**src/rtl/qwm_ram.sv**
```systemverilog
// generic single-port-write, single-port-read ram with registered read
`default_nettype none

module qwm_ram #(
    parameter int WIDTH = 64,
    parameter int DEPTH = 64
) (
    input  wire logic                     clk,
    input  wire logic                     we,
    input  wire logic [$clog2(DEPTH)-1:0] waddr,
    input  wire logic [WIDTH-1:0]         wdata,
    input  wire logic [$clog2(DEPTH)-1:0] raddr,
    output logic      [WIDTH-1:0]         rdata
);

    logic [WIDTH-1:0] mem [DEPTH];

    always_ff @(posedge clk)
    begin
        if (we)
        begin
            mem[waddr] <= wdata;
        end
        rdata <= mem[raddr];
    end

endmodule

`default_nettype wire

```
**config.mk**
```make
export PLATFORM = sky130hd
export DESIGN_NAME = qwm_ram
export DESIGN_NICKNAME = d
export VERILOG_FILES = /design/src/rtl/qwm_ram.sv
export SDC_FILE = /design/constraint.sdc
export NUM_CORES = 2
export LEC_CHECK = 0
export ABC_AREA = 0
export BUFFER_PORTS_ARGS = -buffer_cell sky130_fd_sc_hd__buf_4
export CAP_MARGIN = 10
export CELL_PAD_IN_SITES_DETAIL_PLACEMENT = 0
export CELL_PAD_IN_SITES_GLOBAL_PLACEMENT = 1
export CORE_MARGIN = 5
export CORE_UTILIZATION = 39
export DETAILED_ROUTE_END_ITERATION = 8
export PLACE_DENSITY = 0.62
export SYNTH_ARGS = -nofsm -noshare
export SYNTH_HDL_FRONTEND = slang
export SYNTH_SLANG_ARGS = --single-unit
export TNS_END_PERCENT = 5
```
**constraint.sdc**
```tcl
create_clock -name clk -period 17.95 [get_ports clk]
set_input_delay 3.59 -clock clk [delete_from_list [all_inputs] [get_ports clk]]
set_output_delay 3.59 -clock clk [all_outputs]
set_load 0.02 [all_outputs]
```
Yosys cells after proc, flatten, opt, wreduce, memory -nomap -nowiden
Memory sizes are Yosys's and may differ from the RTL's. A register that Yosys moved wholly into a read port is not among the register bits.
Cells that the tools add are included.
{"block": "word_totals", "ff_bits": 0, "memories": 1, "ramBits": 4096, "elab_cells": 3, "output_inout_bits": 64, "romBits": 0, "latchBits": 0, "inputBits": 78}
{"memory": "mem", "words": 64, "width": 64, "read_ports": 1, "rd_ports_with_merged_regs": 1, "write_ports": 1, "line": "16", "text": "logic [WIDTH-1:0] mem [DEPTH];"}
{"block": "op_classes", "magnitude_cmp": 0, "bitwise_logic": 0, "div": 0, "n_mux": 2, "addsub": 0, "n_mul": 0, "n_shift": 0, "n_eq_ne": 0, "n_reduce_logical": 0}
{"operator": "two-way mux 1 bit", "n": 2}

Logic depth before layout (Yosys ltp)
{"block": "depth", "depth_word": 2, "ltp_mapped": 9, "ltp_nobuf": 5}

Worst setup path after synthesis
Ideal clock, no wire load.
{"block": "synth_path", "path_type": "input-to-reg", "from": "input waddr[3]", "to": "memory mem[48][0], enable pin", "path_stages": 4, "n_path_buf": 1, "t_arrival_ns": 8.462, "setup_time_ns": 0.564, "required_ns": 17.386, "path_slack_ns": 8.924, "path_cell_list": "clkbuf_1 nor2b_1 nand4b_1 nor3_1"}
{"element": "start, declared", "line": "10", "text": "input wire logic [$clog2(DEPTH)-1:0] waddr,"}
{"element": "end, declared", "line": "16"}
No word-level cell before the write port.

==> impl_metrics.json <==
{
  "ir_drop_v": 0.0000874,
  "crit_path_frequent_cell": "buf_4",
  "dpl.hpwl_um": 237000,
  "yosys-top-cells-count": "4096 x edfxtp_1, 1024 x mux4_2, 170 x buf_2",
  "stdcell_area_sq_um": 178000,
  "die-area_sq_um": 414000,
  "drive_gt1_frac": 0.279,
  "grt_pass1_vias": 76300,
  "p_leak_nw": 55.0,
  "worst-r2r-setup-slack_ns": 15.56,
  "multiInputGateArea_sq_um": 30800,
  "worstMarginPinSlew_ns": 1.27,
  "post_dp_cell_area_sq_um": 165000,
  "critPathBufInv": 5,
  "yosys.cell_types.count": 33,
  "fin_tns_setup_ns": 0,
  "grt_max_degree": 119,
  "syn2layout_area_growth_pct": 13.9,
  "synth-edff-count": 4096,
  "path_cells": "buf_8 -> buf_12 -> buf_4 -> buf_4 -> buf_4 -> mux4_2 -> a22o_1 -> nor2_1 -> a211oi_1",
  "syn_area_sq_um": 156000,
  "critPathKind": "in2reg",
  "setup_slack_ns": 10.49,
  "clk_path_buf_depth": 4,
  "endpoint_kind": "register",
  "antenna_found_initial": 25,
  "grt.total_usage": 0.213,
  "clk_latency_ns": 1.00,
  "hold_viol": 0,
  "nets": 7070,
  "drc": 0,
  "min_path_type": "reg2reg",
  "timing.hold.ws_ns": 0.818,
  "final_max_slew_viol_count": 0,
  "cp_slowest_stage_delay_ns": 0.87,
  "ys_warn_count": 0,
  "ys_seq_area_frac": 0.795,
  "maxCapViolations": 0,
  "cts_resized": 0,
  "rows": 232,
  "arrival_ns": 8.24,
  "clock_skew_ns": 0.0687,
  "min_from": "mem[55][28]",
  "powerDensity_nw_per_um2": 114,
  "clk_pin_slew_worst_paths_ns": 0.06,
  "synth_largest_area_cell": "edfxtp_1",
  "reg2reg_depth": 5,
  "status": "completed",
  "dp.cells": 11800,
  "synth_cells": 6598,
  "grt_pass1_wl_um": 622000,
  "die_y_um": 643,
  "seq_area_sq_um": 124000,
  "wirelength_um": 447000,
  "min_to": "rdata[28]",
  "fmax_ghz": 0.134,
  "final_antenna_net_count": 0,
  "ys.flop_type": "edfxtp_1",
  "clock_sinks": 4160,
  "h-tree-depth": 5,
  "r2r-end": "rdata[18]",
  "drtIter0Drc": 8889,
  "yosysMostFrequentCell": "edfxtp_1",
  "finalSetupViolCount": 0,
  "postSynthAreaPerCell_sq_um": 23.7,
  "cts_tree": "built",
  "grt_overflow": 0,
  "drt-pass1-iter-count": 5,
  "critPathSlowestCell": "buf_4",
  "syn_nets": 6676,
  "numPortBuffers": 141,
  "cp.required_ns": 18.73,
  "routed_via_density": 5.92,
  "period_share": 0.416,
  "core_area_sq_um": 399000,
  "wire_per_inst_um": 35.4,
  "post_cts_buffers": 0,
  "gp_congestion": 0.774,
  "reg2reg_from": "mem[12][18]",
  "ys_ff_latch": 4160,
  "cts-root-buf": "clkbuf_16",
  "rsz0062_at_grt": "no",
  "async_reset_ff_frac": 0,
  "initial_core_util": 0.391,
  "die_w_um": 643,
  "start_kind": "primary input",
  "relSlewSlack": 0.154,
  "fillerInstances": 33400,
  "cp_max_fo": 78,
  "pin_count": 142,
  "synthDominantCellAreaShare": 0.787,
  "ctsHoldBuffers": 0,
  "finalCriticalPeriod_ns": 7.46,
  "fin_cells": 12600,
  "synth_top_cells_by_area": "edfxtp_1 79%, mux4_2 15%, mux2i_1 0.86%",
  "vias": 74800,
  "hold_depth": 4,
  "numCtsBuffers": 421,
  "dp_slack_ns": 9.47,
  "cp_top_family": "buffers and inverters"
}
[kinds of logic after synthesis]
family | share of synthesized area
compound gates | 0.0248
buf+inv | 0.0118
flops | 0.795
mux | 0.156
simple gates | 0.0124
[cells in the final DEF, fill, tap and decap left out, types with 18 or more instances in the layout]
cell type     n
edfxtp_1   4096
mux4_2     1024
clkbuf_16   423
buf_4       322
a22oi_1     168
mux2i_1     135
clkbuf_1    109
clkinv_1     97
a22o_1       88
o22ai_1      83
clkinv_2     76
nor2_4       65
and3_1       64
dfxtp_1      64
a211oi_1     63
nand2_1      55
nor2_1       47
nand3_1      45
o221ai_1     38
or3_1        29
or2_2        28
bufinv_16    28
a41oi_1      26
nor2b_1      24
inv_1        19
a2bb2oi_1    19
a31oi_1      18
[area by class of cell]
type / count / share of cell area
flip-flops and latches: 4160 / 0.698
clock inverters: 240 / 0.0126
well taps: 5265 / 0.0370
clock buffers: 549 / 0.0631
diodes: 14 / 0.000197
repair buffers: 341 / 0.0157
multi-input cells: 2049 / 0.173
inverters: 19 / 0.000401
[flip-flops by register name, summed over array words and instances (netlist names)]
signal  flops
mem      4096
rdata      64
[layer usage]
metal / share of wire / GRT usage / routed length (um) / vias to the layer above
li1: - / - / - / 29300
met1: 0.40 / 0.292 / 180000 / 41700
met2: 0.50 / 0.354 / 222000 / 3064
met3: 0.069 / 0.0324 / 30900 / 641
met4: 0.032 / 0.0627 / 14300 / 10
met5: 0.00014 / 0 / 62 / -
[worst max-delay path by stage]
stage	startpoint	end	slack, ns	depth (start not counted)
finish	raddr[1]	rdata[40]	10.49	9
global route	raddr[0]	rdata[39]	10.23	9
CTS	raddr[1]	rdata[40]	10.52	9
detailed placement	raddr[1]	rdata[40]	9.47	9
global placement	raddr[1]	rdata[40]	9.43	9
floorplan	waddr[3]	mem[48][0]	8.92	4
[tightest hold or removal path, delay by kind of cell, from the launching register on]
family	cells	cell delay, ns
AOI/OAI and AO/OA	1	0.06
and+or+nand+nor	2	0.25
DFF	1	0.31
muxes	1	0.23
[per-stage QoR]
| stage | total power, mW | util |
|---|---|---|
| global route | 20.9 | 0.446 |
| CTS | 20.5 | 0.446 |
| detailed placement | 12.0 | 0.412 |
| finish | 20.3 | 0.446 |
| global placement | 12.0 | 0.412 |
| floorplan | 11.5 | - |
[power breakdown]
group	switching, mW	internal (mW)	total [mW]
logic	0.595	0.344	0.939
clock network	3.73	4.83	8.56
registers	0.0555	10.8	10.8
No activity file was read; power rests on OpenSTA's default activity.
